===== src/kngen_pkg.sv =====
package kngen_pkg;

    // fixed field geometry
    localparam int LETTER_BITS     = 5;
    localparam int MAX_KMER_LENGTH = 5;
    localparam int ALPHABET_SIZE   = 20;
    localparam int CODE_BITS       = LETTER_BITS * MAX_KMER_LENGTH;
    localparam int LEN_BITS        = 3;
    localparam int THR_BITS        = 10;
    localparam int SCORE_BITS      = 8;
    localparam int SUM_BITS        = 11;
    localparam int ADDR_BITS       = 2 * LETTER_BITS;
    localparam int TABLE_DEPTH     = 1 << ADDR_BITS;
    localparam int IDX_BITS        = $clog2(ALPHABET_SIZE);
    localparam int CFG_DATA_BITS   = THR_BITS;
    localparam int FIFO_DEPTH      = 2;

    // amino-acid codes in scan order
    localparam logic [LETTER_BITS-1:0] AMINO_ORDER [ALPHABET_SIZE] = '{
        5'd0,  5'd2,  5'd3,  5'd4,  5'd5,  5'd6,  5'd7,  5'd8,  5'd10, 5'd11,
        5'd12, 5'd13, 5'd15, 5'd16, 5'd17, 5'd18, 5'd19, 5'd21, 5'd22, 5'd24
    };

    // configuration register indexes
    localparam logic CFG_KMER_LENGTH = 1'b0;
    localparam logic CFG_THRESHOLD   = 1'b1;

    // operation codes
    localparam logic OP_WRITE = 1'b0;
    localparam logic OP_QUERY = 1'b1;

    typedef enum logic [1:0] {
        JOB_WRITE,
        JOB_QUERY,
        JOB_NONE
    } t_job_kind;

    typedef struct packed {
        t_job_kind              kind;
        logic [ADDR_BITS-1:0]   addr;
        logic [SCORE_BITS-1:0]  wdata;
        logic [CODE_BITS-1:0]   code;
        logic [LEN_BITS-1:0]    klen;
        logic [LEN_BITS-1:0]    slot;
        logic [LETTER_BITS-1:0] cur;
    } t_job;

    typedef struct packed {
        logic clearing;
    } t_back_status;

    typedef enum logic [2:0] {
        ST_CLEAR,
        ST_IDLE,
        ST_BASE,
        ST_SCAN,
        ST_DRAIN,
        ST_FINISH
    } t_back_state;

    function automatic logic is_amino(input logic [LETTER_BITS-1:0] letter);
        logic hit;
        hit = 1'b0;
        for (int i = 0; i < ALPHABET_SIZE; i++) begin
            if (AMINO_ORDER[i] == letter) begin
                hit = 1'b1;
            end
        end
        return hit;
    endfunction

    // letter held in a packed slot, slot 0 in the lowest bits
    function automatic logic [LETTER_BITS-1:0] letter_at(
        input logic [CODE_BITS-1:0] code,
        input logic [LEN_BITS-1:0]  slot
    );
        logic [LETTER_BITS-1:0] res;
        res = '0;
        for (int s = 0; s < MAX_KMER_LENGTH; s++) begin
            if (slot == LEN_BITS'(s)) begin
                res = code[s*LETTER_BITS +: LETTER_BITS];
            end
        end
        return res;
    endfunction

    function automatic logic [CODE_BITS-1:0] replace_letter(
        input logic [CODE_BITS-1:0]   code,
        input logic [LEN_BITS-1:0]    slot,
        input logic [LETTER_BITS-1:0] letter
    );
        logic [CODE_BITS-1:0] res;
        res = code;
        for (int s = 0; s < MAX_KMER_LENGTH; s++) begin
            if (slot == LEN_BITS'(s)) begin
                res[s*LETTER_BITS +: LETTER_BITS] = letter;
            end
        end
        return res;
    endfunction

endpackage


===== src/kngen_front.sv =====
module kngen_front (
    input  logic                                 i_start,
    input  logic                                 i_operation,
    input  logic [kngen_pkg::LETTER_BITS-1:0]    i_row_letter,
    input  logic [kngen_pkg::LETTER_BITS-1:0]    i_col_letter,
    input  logic signed [kngen_pkg::SCORE_BITS-1:0] i_entry_score,
    input  logic [kngen_pkg::CODE_BITS-1:0]      i_kmer_code,
    input  logic [kngen_pkg::LEN_BITS-1:0]       i_position,
    input  logic [kngen_pkg::LEN_BITS-1:0]       i_kmer_length,
    input  logic [kngen_pkg::THR_BITS-1:0]       i_score_threshold,
    input  logic                                 i_fifo_full,
    input  kngen_pkg::t_back_status              i_status,
    output logic                                 o_busy,
    output logic                                 o_push,
    output kngen_pkg::t_job                      o_job
);

    logic [kngen_pkg::LEN_BITS-1:0]    k_eff;
    logic [kngen_pkg::CODE_BITS-1:0]   masked;
    logic [kngen_pkg::LEN_BITS-1:0]    slot;
    logic [kngen_pkg::LETTER_BITS-1:0] cur;
    logic                              no_result;

    always_comb begin
        // lengths above the maximum saturate
        if (i_kmer_length > kngen_pkg::LEN_BITS'(kngen_pkg::MAX_KMER_LENGTH)) begin
            k_eff = kngen_pkg::LEN_BITS'(kngen_pkg::MAX_KMER_LENGTH);
        end else begin
            k_eff = i_kmer_length;
        end

        // drop residues above the k-mer
        masked = '0;
        for (int s = 0; s < kngen_pkg::MAX_KMER_LENGTH; s++) begin
            if (kngen_pkg::LEN_BITS'(s) < k_eff) begin
                masked[s*kngen_pkg::LETTER_BITS +: kngen_pkg::LETTER_BITS] =
                    i_kmer_code[s*kngen_pkg::LETTER_BITS +: kngen_pkg::LETTER_BITS];
            end
        end

        // first residue sits in the highest slot
        slot = kngen_pkg::LEN_BITS'(k_eff - i_position - kngen_pkg::LEN_BITS'(1));
        cur  = kngen_pkg::letter_at(masked, slot);

        no_result = (k_eff == '0) || (i_position >= k_eff) ||
                    (i_score_threshold == '0) || !kngen_pkg::is_amino(cur);

        o_job.addr  = {i_row_letter, i_col_letter};
        o_job.wdata = i_entry_score;
        o_job.code  = masked;
        o_job.klen  = k_eff;
        o_job.slot  = slot;
        o_job.cur   = cur;
        if (i_operation == kngen_pkg::OP_WRITE) begin
            o_job.kind = kngen_pkg::JOB_WRITE;
        end else if (no_result) begin
            o_job.kind = kngen_pkg::JOB_NONE;
        end else begin
            o_job.kind = kngen_pkg::JOB_QUERY;
        end
    end

    assign o_busy = i_fifo_full | i_status.clearing;
    assign o_push = i_start & ~o_busy;

endmodule


===== config.mk =====
export PLATFORM = sky130hd
export DESIGN_NAME = kngen_front
export DESIGN_NICKNAME = d
export VERILOG_FILES = /design/src/kngen_pkg.sv /design/src/kngen_front.sv
export SDC_FILE = /design/constraint.sdc
export NUM_CORES = 1
export LEC_CHECK = 0
export ABC_AREA = 0
export CAP_MARGIN = 20
export CELL_PAD_IN_SITES_DETAIL_PLACEMENT = 0
export CELL_PAD_IN_SITES_GLOBAL_PLACEMENT = 1
export CORE_ASPECT_RATIO = 1.1
export CORE_UTILIZATION = 42
export DETAILED_ROUTE_END_ITERATION = 10
export DONT_BUFFER_PORTS = 1
export GPL_ROUTABILITY_DRIVEN = 0
export PLACE_DENSITY = 0.89
export SLEW_MARGIN = 20
export SYNTH_ARGS = -nofsm -noshare
export SYNTH_HDL_FRONTEND = slang
export SYNTH_SLANG_ARGS = --single-unit

===== constraint.sdc =====
create_clock -name vclk -period 6
set_input_delay 1.2 -clock vclk [all_inputs]
set_output_delay 1.2 -clock vclk [all_outputs]
set_load 0.02 [all_outputs]

==> metrics, run 1 <==
DRT Wirelength 2865 um; Worst Path Required 4.80 ns; initial core utilization 46.21%; RSZ-0062 raised after global routing false; PortBufs 0; MaxCap Viol Count 0; worst vdd ir 0.06745 mV; sequential cell area 0 sq um; Placed Area 960.9 sq um; DRC violations left 0; placed wire-length estimate 2460 um; crit share post-route 89.44%; Yosys cell types 53; CTS resizes 0; Worst Setup End Kind output pin; final hold vios 0; Seq Cell Count 0; Peak Freq 0.1863 GHz; GR Util All Layers 17.98%; Synth Warn # 0; relative slew slack 53.93%; DRT Pass-1 Iters 4; FP Rows 18; Pins Over Slew Limit 0; finished layout cell area 960.9 sq um; commonest non-fill, non-tap cell in the layout nor2b_1; P_leak 0.4110 nW; Syn-to-layout area delta -11.21%; hold_buf cts 0; Core Box Area 2342 sq um; outcome completed; Die Ht 55.24 um; nets@finish 196; Worst Path Arrival 4.17 ns; pin count of the biggest net entering global routing 21; wire length per cell 18.37 um; Crit Path Category in2out; antenna fix cells 0; total power divided by cell area 152.8 nW/um^2; syn_nets 215; Worst Path Max Fanout 12; first-pass GRT wire length 4105 um; initial antenna violation count 0; GRT overflow 0; crit path launch type input port; Chip Width 50.40 um; via count 994; Synth Cell Area 1082 sq um; class of the worst hold path in2out; final setup vio count 0; Seq/Total Area, Yosys 0%; Setup Fix Bufs, Post-CTS 0; min cycle time layout 5.367 ns; post-route ant nets 0; layout cells sized above 1 13.49%; Least-Margin Pin Slew 0.6857 ns; most frequent cells in the layout nor2b_1, and2_1, nand2_1, inv_1; vias in the first global route 909; Cells after Synth 147; DRT iter0 DRCs 9; post-synthesis average cell area 7.363 sq um; Setup TNS 0 ns; clock buf count 0; DIE AREA 2784 sq um; detail-routed via count per cell 6.372; Ports 121
worst max-delay path, cell delays in order:
cell      delay [ns]
a21o_1          0.24
ha_1            0.24
fa_1            0.83
mux2_4          0.35
a221o_1         0.34
o211ai_2        0.14
nand4_4         0.15
a2111o_1        0.44
o32ai_2         0.24
where the power goes:
group          internal (W)  total (W)  leakage, nW  switching [W]
combinational     0.0000529   0.000147        0.411      0.0000939
sequential                0          0            0              0
clock                     0          0            0              0
total             0.0000529   0.000147        0.411      0.0000939
worst paths after layout:
check,startpoint,end,slack (ns),cells past startpoint
setup / recovery,i_kmer_length[1],o_job[54],0.63,9
hold / removal,i_entry_score[1],o_job[37],2.40,0
kinds of logic (layout without fill, tap and decap cells):
group           after synthesis  after routing  synth area share, %
simple gates                 64             64                35.61
compound gates               34             34                26.47
buf+inv                      34             13                20.58
mux                           9              9                9.364
fa+ha+maj                     5              5                6.474
xor+xnor                      1              1                1.503
final cells by class:
| class | count | area, sq um |
|---|---|---|
| Timing Repair Buffer | 4 | 30.03 |
| Inverter | 9 | 33.78 |
| Multi-Input combinational cell | 113 | 859.6 |
| Tap cell | 30 | 37.54 |
| Fill cell | 252 | 1381 |
layer usage:
metal	GRT usage [%]	wire [um]	vias to the layer above	share of wire, %
li1	-	-	470	-
met1	21.89	1152	466	40
met2	33.14	1463	52	51
met3	2.479	204	6	7.1
met4	2.778	44	0	1.5
met5	0	0	-	0
stage by stage:
step | util [%] | setup slack [ns] | hold slack [ns] | total power [W] | std cells
final | 41.03 | 0.6334 | 2.400 | 0.0001468 | 156
after global routing | 41.03 | 0.4724 | 2.400 | 0.0001563 | 156
after CTS | 41.03 | 0.6265 | 2.400 | 0.0001468 | 156
after detailed placement | 41.03 | 0.6175 | 2.400 | 0.0001466 | 156
after global placement | 41.03 | 0.7272 | 2.400 | 0.0001437 | 156
after floorplan | - | 0.2169 | 2.513 | 0.0001508 | 147
synth_stat cells (3+ instances only):
cell     instances  area (sq um)
mux2i_1          6         60.06
nor2b_1         16         100.1
inv_1            8         30.03
o21ai_0          4         20.02
a21o_1           3         22.52
and2_1          10         62.56
ha_1             4         50.05
nor2_1           6         22.52
nor4_1           3         18.77
nand2_1         10         37.54
nor3_1           4         20.02
buf_2            3         15.01
a21oi_1          3         15.01
buf_4           18         135.1
Note: power is estimated with default switching activity, not from simulation.
==> run 2: changes to the inputs <==
--- a/config.mk
+++ b/config.mk
@@ -14,6 +14,7 @@
 export DETAILED_ROUTE_END_ITERATION = 10
 export DONT_BUFFER_PORTS = 1
 export GPL_ROUTABILITY_DRIVEN = 0
+export GPL_TIMING_DRIVEN = 0
 export PLACE_DENSITY = 0.89
 export SLEW_MARGIN = 20
 export SYNTH_ARGS = -nofsm -noshare
==> metrics, run 2 (synthesized netlist as in run 1, its figures left out) <==
outcome completed; MaxCap Viol Count 0; Worst Path Required 4.80 ns; WP depth 12; relative slew slack 53.38%; Seq Cell Count 0; sequential cell area 0 sq um; worst vdd ir 0.07489 mV; Worst Path Max Fanout 10; crit path buf inv count 3; detail-routed via count per cell 6.249; Placed Area 1120 sq um; Least-Margin Pin Slew 0.6939 ns; delay of the slowest critical-path stage 0.54 ns; finished layout cell area 1126 sq um; Final WS setup 0.1909 ns; CP max-delay cell fa_1; GR Util All Layers 18.80%; Pins Over Slew Limit 0; post-route ant nets 0; crit path to o_job[54]; DRC violations left 0; GR peak layer met2; nets@finish 217; vias in the first global route 978; hold_buf cts 0; wire length per cell 16.16 um; initial antenna violation count 0; P_leak 0.5095 nW; Setup TNS 0 ns; Core Box Area 2342 sq um; layout cells sized above 1 25.85%; first-pass GRT wire length 4326 um; DRT Pass-1 Iters 4; met3 GRT Util 1.928%; DIE AREA 2784 sq um; Chip Width 50.40 um; PortBufs 0; crit share post-route 96.82%; final hold vios 0; post-layout util 48.08%; Peak Freq 0.1721 GHz; final setup vio count 0; initial core utilization 46.21%; clock buf count 0; min cycle time layout 5.809 ns; GRT overflow 0; M2 GR Usage 37.33%; CP delay by family, top compound AO/OA/AOI/OAI gates; Fill cells 240; DRT iter0 DRCs 16; antenna fix cells 0; routing usage on met1 21.65%; total power divided by cell area 153.0 nW/um^2; Ports 121; FP Rows 18; Pwr Total 0.0001723 W; most frequent cells in the layout buf_4, nor2b_1, and2_1, nand2_1, inv_1; Worst Setup End Kind output pin; crit path launch type input port; via count 1106; RSZ-0062 raised after global routing false; Worst Setup SP i_kmer_length[2]; DRT Wirelength 2861 um; dpl ws -0.1476 ns; Syn-to-layout area delta 4.046%; class of the worst hold path in2out; placed wire-length estimate 2469 um; pin count of the biggest net entering global routing 11; Setup Fix Bufs, Post-CTS 0; Die Ht 55.24 um; Worst Path Arrival 4.61 ns; worst path cell trace buf_2 > clkbuf_1 > a21o_1 > ha_1 > fa_1 > buf_6 > mux2_4 > a221o_1 > o211ai_2 > nand4_4 > a2111o_1 > o32ai_2; Crit Path Category in2out; commonest non-fill, non-tap cell in the layout buf_4
## run 2: changes by cell type in the layout (fill, tap and decap cells not counted), moves of 2 or more
cell	delta
clkbuf_1	+2
buf_2	+3
buf_4	+14
o21ai_0	-2
## run 2: what timing repair did
action,in CTS,in global routing
endpoints found under the setup margin,2,1
cloned,0,0
gates resized for setup,2,2
## run 2: power breakdown
part | internal, W | total (W) | switching, W
Combinational | 0.0000639 | 0.000172 | 0.000108
Clock | 0 | 0 | 0
Sequential | 0 | 0 | 0
Total | 0.0000639 | 0.000172 | 0.000108
## run 2: worst min path at each step
| stage | start | end | slack (ns) | cells after the start |
|---|---|---|---|---|
| after CTS | i_entry_score[0] | o_job[36] | 2.51 | 1 |
| after global routing | i_col_letter[3] | o_job[47] | 2.51 | 1 |
| after global placement | i_row_letter[3] | o_job[52] | 2.51 | 1 |
| after detailed placement | i_entry_score[0] | o_job[36] | 2.51 | 1 |
| after floorplan | i_entry_score[0] | o_job[36] | 2.51 | 1 |
| final | i_col_letter[3] | o_job[47] | 2.51 | 1 |
## run 2: routing by layer
metal | wire, um | vias up
li1 | - | 513
met1 | 1129 | 519
met2 | 1479 | 72
met3 | 232 | 2
met4 | 20 | 0
met5 | 0 | -
## run 2: layout make-up
class / count / area [sq um] / area share (%)
inverter: 9 / 33.78 / 3.000
multi-input combinational: 113 / 865.8 / 76.89
tap: 30 / 37.54 / 3.333
buffer: 25 / 188.9 / 16.78
## run 2: stage by stage
stage               hold slack (ns)  std cells
finish                        2.513        177
global route                  2.514        177
CTS                           2.514        177
detailed placement            2.514        177
global placement              2.515        177
floorplan                     2.513        147
