--- config.mk ---
export PLATFORM = sky130hd
export DESIGN_NAME = kngen_fifo
export DESIGN_NICKNAME = d
export VERILOG_FILES = /design/src/kngen_pkg.sv /design/src/kngen_fifo.sv
export SDC_FILE = /design/constraint.sdc
export NUM_CORES = 1
export LEC_CHECK = 0
export ABC_CLOCK_PERIOD_IN_PS = 4700
export BUFFER_PORTS_ARGS = -buffer_cell sky130_fd_sc_hd__buf_2
export CAP_MARGIN = 5
export CELL_PAD_IN_SITES_DETAIL_PLACEMENT = 1
export CELL_PAD_IN_SITES_GLOBAL_PLACEMENT = 2
export CORE_UTILIZATION = 38
export CTS_CLUSTER_DIAMETER = 100
export DETAILED_ROUTE_END_ITERATION = 8
export PLACE_DENSITY_LB_ADDON = 0.1
export SYNTH_ARGS = -nofsm -noshare
export SYNTH_HDL_FRONTEND = slang
export SYNTH_SLANG_ARGS = --single-unit
--- constraint.sdc ---
create_clock -name i_clk -period 4.7 [get_ports i_clk]
set_clock_uncertainty 0.1 [all_clocks]
set_input_delay 0.705 -clock i_clk [delete_from_list [all_inputs] [get_ports i_clk]]
set_output_delay 0.705 -clock i_clk [all_outputs]
set_load 0.01 [all_outputs]
--- src/kngen_pkg.sv ---
package kngen_pkg;

    // fixed field geometry
    localparam int LETTER_BITS     = 5;
    localparam int MAX_KMER_LENGTH = 5;
    localparam int ALPHABET_SIZE   = 20;
    localparam int CODE_BITS       = LETTER_BITS * MAX_KMER_LENGTH;
    localparam int LEN_BITS        = 3;
    localparam int THR_BITS        = 10;
    localparam int SCORE_BITS      = 8;
    localparam int SUM_BITS        = 11;
    localparam int ADDR_BITS       = 2 * LETTER_BITS;
    localparam int TABLE_DEPTH     = 1 << ADDR_BITS;
    localparam int IDX_BITS        = $clog2(ALPHABET_SIZE);
    localparam int CFG_DATA_BITS   = THR_BITS;
    localparam int FIFO_DEPTH      = 2;

    // amino-acid codes in scan order
    localparam logic [LETTER_BITS-1:0] AMINO_ORDER [ALPHABET_SIZE] = '{
        5'd0,  5'd2,  5'd3,  5'd4,  5'd5,  5'd6,  5'd7,  5'd8,  5'd10, 5'd11,
        5'd12, 5'd13, 5'd15, 5'd16, 5'd17, 5'd18, 5'd19, 5'd21, 5'd22, 5'd24
    };

    // configuration register indexes
    localparam logic CFG_KMER_LENGTH = 1'b0;
    localparam logic CFG_THRESHOLD   = 1'b1;

    // operation codes
    localparam logic OP_WRITE = 1'b0;
    localparam logic OP_QUERY = 1'b1;

    typedef enum logic [1:0] {
        JOB_WRITE,
        JOB_QUERY,
        JOB_NONE
    } t_job_kind;

    typedef struct packed {
        t_job_kind              kind;
        logic [ADDR_BITS-1:0]   addr;
        logic [SCORE_BITS-1:0]  wdata;
        logic [CODE_BITS-1:0]   code;
        logic [LEN_BITS-1:0]    klen;
        logic [LEN_BITS-1:0]    slot;
        logic [LETTER_BITS-1:0] cur;
    } t_job;

    typedef struct packed {
        logic clearing;
    } t_back_status;

    typedef enum logic [2:0] {
        ST_CLEAR,
        ST_IDLE,
        ST_BASE,
        ST_SCAN,
        ST_DRAIN,
        ST_FINISH
    } t_back_state;

    function automatic logic is_amino(input logic [LETTER_BITS-1:0] letter);
        logic hit;
        hit = 1'b0;
        for (int i = 0; i < ALPHABET_SIZE; i++) begin
            if (AMINO_ORDER[i] == letter) begin
                hit = 1'b1;
            end
        end
        return hit;
    endfunction

    // letter held in a packed slot, slot 0 in the lowest bits
    function automatic logic [LETTER_BITS-1:0] letter_at(
        input logic [CODE_BITS-1:0] code,
        input logic [LEN_BITS-1:0]  slot
    );
        logic [LETTER_BITS-1:0] res;
        res = '0;
        for (int s = 0; s < MAX_KMER_LENGTH; s++) begin
            if (slot == LEN_BITS'(s)) begin
                res = code[s*LETTER_BITS +: LETTER_BITS];
            end
        end
        return res;
    endfunction

    function automatic logic [CODE_BITS-1:0] replace_letter(
        input logic [CODE_BITS-1:0]   code,
        input logic [LEN_BITS-1:0]    slot,
        input logic [LETTER_BITS-1:0] letter
    );
        logic [CODE_BITS-1:0] res;
        res = code;
        for (int s = 0; s < MAX_KMER_LENGTH; s++) begin
            if (slot == LEN_BITS'(s)) begin
                res[s*LETTER_BITS +: LETTER_BITS] = letter;
            end
        end
        return res;
    endfunction

endpackage

--- src/kngen_fifo.sv ---
module kngen_fifo (
    input  logic            i_clk,
    input  logic            i_rst_n,
    input  logic            i_push,
    input  kngen_pkg::t_job i_job,
    input  logic            i_pop,
    output kngen_pkg::t_job o_job,
    output logic            o_full,
    output logic            o_empty
);

    localparam int PTR_BITS = $clog2(kngen_pkg::FIFO_DEPTH);
    localparam int CNT_BITS = $clog2(kngen_pkg::FIFO_DEPTH + 1);

    kngen_pkg::t_job     r_mem [kngen_pkg::FIFO_DEPTH];
    logic [PTR_BITS-1:0] r_wptr, n_wptr;
    logic [PTR_BITS-1:0] r_rptr, n_rptr;
    logic [CNT_BITS-1:0] r_count, n_count;

    always_comb begin
        n_wptr  = r_wptr;
        n_rptr  = r_rptr;
        n_count = r_count;
        if (i_push) begin
            n_wptr = (r_wptr == PTR_BITS'(kngen_pkg::FIFO_DEPTH - 1)) ?
                     '0 : PTR_BITS'(r_wptr + 1'b1);
        end
        if (i_pop) begin
            n_rptr = (r_rptr == PTR_BITS'(kngen_pkg::FIFO_DEPTH - 1)) ?
                     '0 : PTR_BITS'(r_rptr + 1'b1);
        end
        if (i_push && !i_pop) begin
            n_count = CNT_BITS'(r_count + 1'b1);
        end else if (!i_push && i_pop) begin
            n_count = CNT_BITS'(r_count - 1'b1);
        end
    end

    always_ff @(posedge i_clk) begin
        if (!i_rst_n) begin
            r_wptr  <= '0;
            r_rptr  <= '0;
            r_count <= '0;
        end else begin
            r_wptr  <= n_wptr;
            r_rptr  <= n_rptr;
            r_count <= n_count;
        end
    end

    always_ff @(posedge i_clk) begin
        if (i_push) begin
            r_mem[r_wptr] <= i_job;
        end
    end

    assign o_job   = r_mem[r_rptr];
    assign o_full  = (r_count == CNT_BITS'(kngen_pkg::FIFO_DEPTH));
    assign o_empty = (r_count == '0);

endmodule

==> impl_metrics.yaml, run 1 <==
critical_path:
  worstPathArrival_ps: 2400
  worst-endpoint-required_ps: 3890
  reg2reg_slack_ps: 2610
  cp-start-kind: "flip-flop"
  end_kind: "primary output"
  crit_fanout: 37
  path_class: "flip-flop to primary output"
drt:
  dr.pass1.iters: 4
  drt_iter0_drc: 61
  viasPerCell: 4.58
  drc_errors: 0
  dr_total_vias: 2210
  antenna_left: 0
  wire_per_inst_um: 16.5
  detail_route.wirelength_um: 7990
grt:
  grt-ovfl-total: 0
  track_usage_pct: 14.9
  grt_start_max_net_pins: 43
  grt-busiest-layer: "met2"
  grt_use_met3_pct: 6.81
  grt_pass1_vias: 2443
  use_met1_pct: 17.2
  met2_usage_pct: 24.2
  antenna_found_initial: 0
  grt_first_pass_wirelength_um: 12400
clocking:
  ctsHtreeMaxLevel: 4
  post-cts-setup-buffers: 0
  tritoncts: "yes"
  cts.sinks: 117
  clockBufferDepth: 2
  cts_made_buffers: 17
  insertion_delay_ps: 490
  cts_resized: 0
  clk_pin_slew_ps: 60
  holdBufCountCts: 0
  cts_root_buf: "clkbuf_8"
placed_design:
  dpl.hpwl_um: 5190
  postPlaceCellArea_um2: 5010
  pre_cts_ws_ps: 1950
  place_congestion: 0.680
  place.port_buffers: 117
sta:
  grt_setup_unrepaired: "no"
  drv_slew: 0
  tns_ps: 0
  fin_ws_ps: 1500
  fmax_ghz: 0.312
  worst-slew-pin-transition_ps: 1090
  finalCriticalPeriod_ps: 3200
  timing_hold_violations_final: 0
  relSlewSlack_pct: 27.3
  period_share_pct: 68.1
  finalSetupViolations: 0
synthesis:
  synthTopCellsByCount: "edfxtp_1 (112), mux2_2 (56), dfxtp_1 (5)"
  ys.flop_type: "edfxtp_1"
  async_reset_ff_share_pct: 0
  netlist_area_um2: 4270
  synth-seq-area-share_pct: 81.1
  synth_edf_count: 112
  muxShareOfSynthArea_pct: 14.8
  ys_top_cells_by_area: "edfxtp_1 (79%), mux2_2 (15%), dfxtp_1 (2.3%), buf_6 (1.1%), and2_1 (0.59%)"
  ys_warn_count: 0
  avgSynthCellArea_um2: 21.8
  synthAdderAreaFrac_pct: 0.293
  synth_area_leader_cell: "edfxtp_1"
  synth_top_family_by_area: "multiplexers"
  synth_compound_area_share_pct: 0.469
  yosysMostFrequentCell: "edfxtp_1"
  yosys_register_bits: 117
  synthSimpleGateAreaFrac_pct: 1.32
  yosysUniqueCellTypes: 18
  netlist_instances: 196
  synth_top_area_share_pct: 78.8
  syn_nets: 257
  synth_xor_area_share_pct: 0.615
worst_hold_path:
  min_path_type: "primary input to flip-flop"
final_layout:
  nNetsFinal: 391
  drive_above_1_share_pct: 60.1
  fin_util_pct: 51.4
  multi_input_area_um2: 754
  stdcell_area_um2: 5600
  antenna_cells: 0
  syn_to_final_growth_pct: 31.1
  nFillCells: 1043
  regArea_um2: 3460
floorplan:
  core_area_um2: 10900
  fp.dieH_um: 108
  start_util_pct: 39.2
  die_w_um: 108
  dieArea_um2: 11700
  pin_count: 118
  core.rowCount: 38
pwr:
  leakage_uw: 0.00213
  power.density_nw_per_um2: 485
  ir_worst_vdd_v: 0.000215
run:
  max_cap_violations: 0
status:
  status: "finished clean"
power breakdown:
group          internal, µW  total [µW]  switching (µW)
sequential             1210        1230            26.7
clock                   845        1260             411
combinational           113         224             111
per-layer routing:
metal,vias up,part of all wire [%]
met5,-,0
met4,0,1.2
met3,11,6.9
met2,69,51
met1,1090,40
li1,1040,-
cell usage in the layout, fill, tap and decap left out, drive strengths merged, types with 2 or more instances in the layout:
| cell | count |
|---|---|
| and2 | 4 |
| buf | 121 |
| bufinv | 4 |
| clkbuf | 18 |
| clkinv | 9 |
| dfxtp | 5 |
| edfxtp | 112 |
| mux2 | 56 |
| nor2b | 2 |
| xor2 | 2 |
state kept, by name, summed over array words and instances (netlist names), named ones only:
signal   cells
r_mem      112
r_rptr       1
r_wptr       1
r_count      2
path summary, 6_finish.rpt:
check	start	end	depth (start not counted)
worst max-delay path	flip-flop	o_job[4]	3
worst min-delay path	i_job[49]	r_mem[1][49]$_DFFE_PP_	1
worst max register to register	r_wptr$_SDFFE_PN0P_	r_mem[1][0]$_DFFE_PP_	2
worst min register to register	r_count[1]$_SDFFE_PN0P_	r_count[1]$_SDFFE_PN0P_	2
cell type report:
cell class,instances,area share (%)
clock buffer,18,7.47
clock inverter,14,2.95
inverter,1,0.0671
multi-input combinational,72,13.5
sequential,117,61.9
tap,140,3.13
timing repair buffer,121,11.0
critical path, cell delays in order, from the launching register on:
cell and delay [ps]:
dfxtp_2 940, buf_4 420, mux2_2 390, buf_2 140
metrics by stage:
step           cells  total power [µW]  hold WS (ps)
2_1_floorplan    196              1380           366
3_3_place_gp     451              1480           392
3_5_place_dp     451              1480           402
4_1_cts          483              2750           267
5_1_grt          483              2820           261
6_report         483              2710           294
kinds of logic (layout without fill, tap and decap cells):
kind of cell,after synthesis,in the layout
DFF,117,117
muxes,56,56
and+or+nand+nor,9,9
buffers and inverters,7,154
AOI/OAI and AO/OA,3,3
xor gates and xnor gates,3,3
adders and majority gates,1,1
Power figures use the tool's default switching activity.
==> run 2: changes to the inputs <==
--- a/config.mk
+++ b/config.mk
@@ -5,12 +5,13 @@
 export SDC_FILE = /design/constraint.sdc
 export NUM_CORES = 1
 export LEC_CHECK = 0
-export ABC_CLOCK_PERIOD_IN_PS = 4700
+export ABC_AREA = 1
+export ABC_CLOCK_PERIOD_IN_PS = 2600
 export BUFFER_PORTS_ARGS = -buffer_cell sky130_fd_sc_hd__buf_2
 export CAP_MARGIN = 5
 export CELL_PAD_IN_SITES_DETAIL_PLACEMENT = 1
 export CELL_PAD_IN_SITES_GLOBAL_PLACEMENT = 2
-export CORE_UTILIZATION = 38
+export CORE_UTILIZATION = 34
 export CTS_CLUSTER_DIAMETER = 100
 export DETAILED_ROUTE_END_ITERATION = 8
 export PLACE_DENSITY_LB_ADDON = 0.1
==> constraint.sdc (replaced) <==
create_clock -name i_clk -period 2.6 [get_ports i_clk]
set_clock_uncertainty 0.1 [all_clocks]
set_input_delay 0.39 -clock i_clk [delete_from_list [all_inputs] [get_ports i_clk]]
set_output_delay 0.39 -clock i_clk [all_outputs]
set_load 0.01 [all_outputs]
==> run 2 against run 1 <==
Compared with the run above: routed wire length rose by 2.7%; power rose by 85%; synthesized cell count rose by 6.6%; critical endpoint is now o_job[40]; critical path type unchanged; clock-buffer cell count fell by 1; core utilization fell by 5.2 points; die area rose by 16%; via count rose by 3.9%; non-clock buffer count rose by 2; final cell count rose by 9.7%.
==> impl_metrics.yaml, run 2 <==
status:
  status: "finished clean"
final_layout:
  drive_above_1_share_pct: 59.2
  top_register: "r_mem"
  nNetsFinal: 406
  syn_to_final_growth_pct: 32.1
  layout_common_cells: "buf_2 (117), edfxtp_1 (112), mux2_4 (40)"
  layout_commonest_cell: "buf_2"
  reg_top3: "r_mem x112, r_count x2"
  layout.cells.non_filler: 530
  antenna_cells: 0
  largest_reg_flops: 112
  nFillCells: 1250
sta:
  finalSetupViolations: 0
  worst-slew-pin-transition_ps: 444
  relSlewSlack_pct: 70.4
  fmax_ghz: 0.448
  period_share_pct: 85.8
  tns_ps: 0
  drv_slew: 0
  timing_hold_violations_final: 0
  grt_setup_unrepaired: "no"
  finalCriticalPeriod_ps: 2230
worst_hold_path:
  hold_start: "i_job[39]"
  whs_endpoint: "r_mem[1][39]$_DFFE_PP_"
  min_path_type: "primary input to flip-flop"
  hold_depth: 1
synthesis:
  muxShareOfSynthArea_pct: 17.6
  yosysUniqueCellTypes: 14
  ys.flop_type: "edfxtp_1"
  yosysMostFrequentCell: "edfxtp_1"
  ys_top_cells_by_area: "edfxtp_1 (76%), mux2_4 (14%), mux2_2 (4.1%), dfxtp_1 (2.3%), buf_6 (1.3%)"
  synthAdderAreaFrac_pct: 0.282
  syn_nets: 270
  synth_top_area_share_pct: 75.9
  synth_top_family_by_area: "multiplexers"
  synthSimpleGateAreaFrac_pct: 1.69
  ys_warn_count: 0
  async_reset_ff_share_pct: 0
  netlist_instances: 209
  synthTopCellsByCount: "edfxtp_1 (112), mux2_4 (40), mux2_2 (16)"
  netlist_area_um2: 4430
  synth_edf_count: 112
  synth_compound_area_share_pct: 0.226
  synth-seq-area-share_pct: 78.1
  yosys_register_bits: 117
  avgSynthCellArea_um2: 21.2
  synth_area_leader_cell: "edfxtp_1"
  synth_xor_area_share_pct: 0
placed_design:
  dp.cells: 498
  place_congestion: 0.677
  dpl.hpwl_um: 5450
  place.port_buffers: 117
critical_path:
  end_kind: "primary output"
  cp_cell_sequence: "buf_12, mux2_2, buf_2"
  r2r-end: "r_mem[1][27]$_DFFE_PP_"
  critPathBufInv: 2
  worstPathArrival_ps: 1740
  worst-endpoint-required_ps: 2110
  cp_slowest_cell: "dfxtp_4"
  crit_fanout: 29
  cp-start-kind: "flip-flop"
  reg2reg_slack_ps: 1190
  crit_path_max_incr_delay_ps: 520
  reg2reg_depth: 3
  path_class: "flip-flop to primary output"
  rr_startpoint: "r_wptr$_SDFFE_PN0P_"
  critPathTopFamily: "flip-flops"
pwr:
  seq_power_share_pct: 44.2
  p_switching_uw: 1030
  pwr-share-clk_pct: 47.4
  p_int_uw: 3980
  p_sw_share_pct: 20.6
  p_total_uw: 5010
  leakage_uw: 0.00234
  combPwrFrac_pct: 8.3
  power.density_nw_per_um2: 856
  ir_worst_vdd_v: 0.000392
floorplan:
  start_util_pct: 35.0
  pin_count: 118
  fp.dieH_um: 116
  core_area_um2: 12700
  die_w_um: 116
  core.rowCount: 41
  dieArea_um2: 13500
clocking:
  insertion_delay_ps: 400
  cts_root_buf: "clkbuf_16"
  cts.sinks: 117
  post-cts-setup-buffers: 0
  tritoncts: "yes"
  holdBufCountCts: 0
  clk_pin_slew_ps: 50
  ctsHtreeMaxLevel: 4
  cts_made_buffers: 17
  clockBufferDepth: 2
  cts_resized: 0
grt:
  grt_start_max_net_pins: 32
  track_usage_pct: 13.1
  grt_first_pass_wirelength_um: 12400
  antenna_found_initial: 0
  grt_pass1_vias: 2345
  grt-ovfl-total: 0
drt:
  drt_iter0_drc: 44
  antenna_left: 0
  wire_per_inst_um: 15.5
  drc_errors: 0
  viasPerCell: 4.33
  detail_route.wirelength_um: 8210
  dr_total_vias: 2296
  dr.pass1.iters: 4
run:
  max_cap_violations: 0
## run 2: final cells by class
type	instances	area, µm²	share of cell area [%]
multi-input combinational	78	886	15.1
timing repair buffer	123	643	11.0
inverter	8	30.0	0.513
tap	172	215	3.68
sequential	117	3470	59.2
clock buffer	17	425	7.27
clock inverter	15	188	3.21
## run 2: how the worst max path moves through the flow
stage / to / slack, ps / depth (start not counted)
global route: o_job[45] / 290 / 3
global placement: o_job[45] / 790 / 3
finish: o_job[40] / 370 / 3
detailed placement: o_job[55] / 780 / 3
CTS: o_job[55] / 330 / 3
floorplan: r_mem[0][0]$_DFFE_PP_ / 220 / 2
## run 2: cells by family (layout without fill, tap and decap cells)
family	Yosys count	in the layout
compound gates	2	2
fa+ha+maj	1	1
buf+inv	14	163
flops	117	117
mux	56	56
simple gates	19	19
## run 2: per-stage QoR
stage	util (%)	hold WS [ps]	area, µm²	worst slack [ps]
4_1_cts	46.2	46.7	5850	329
6_report	46.2	68.2	5850	369
2_1_floorplan	-	363	4440	215
5_1_grt	46.2	51.1	5850	288
3_3_place_gp	41.4	378	5240	792
3_5_place_dp	41.4	396	5240	775
## run 2: worst register-to-register path: stages (launching register included)
cell and delay, ps:
dfxtp_1 390, nand2_1 100, inv_2 70, buf_4 380
## run 2: power groups by stage
stage,Combinational (µW),Sequential (µW),Clock [µW]
floorplan,262,2240,0
global placement,425,2250,0
detailed placement,429,2260,0
CTS,431,2220,2440
global route,460,2230,2510
finish,418,2220,2380
## run 2: per-layer routing
metal | wire length [µm] | share of wire, % | vias up | global-route usage, %
li1 | - | - | 1084 | -
met1 | 3160 | 39 | 1120 | 13.8
met5 | 0 | 0 | - | 0
met4 | 162 | 2.0 | 0 | 7.18
met2 | 4270 | 52 | 78 | 21.8
met3 | 615 | 7.5 | 14 | 6.02
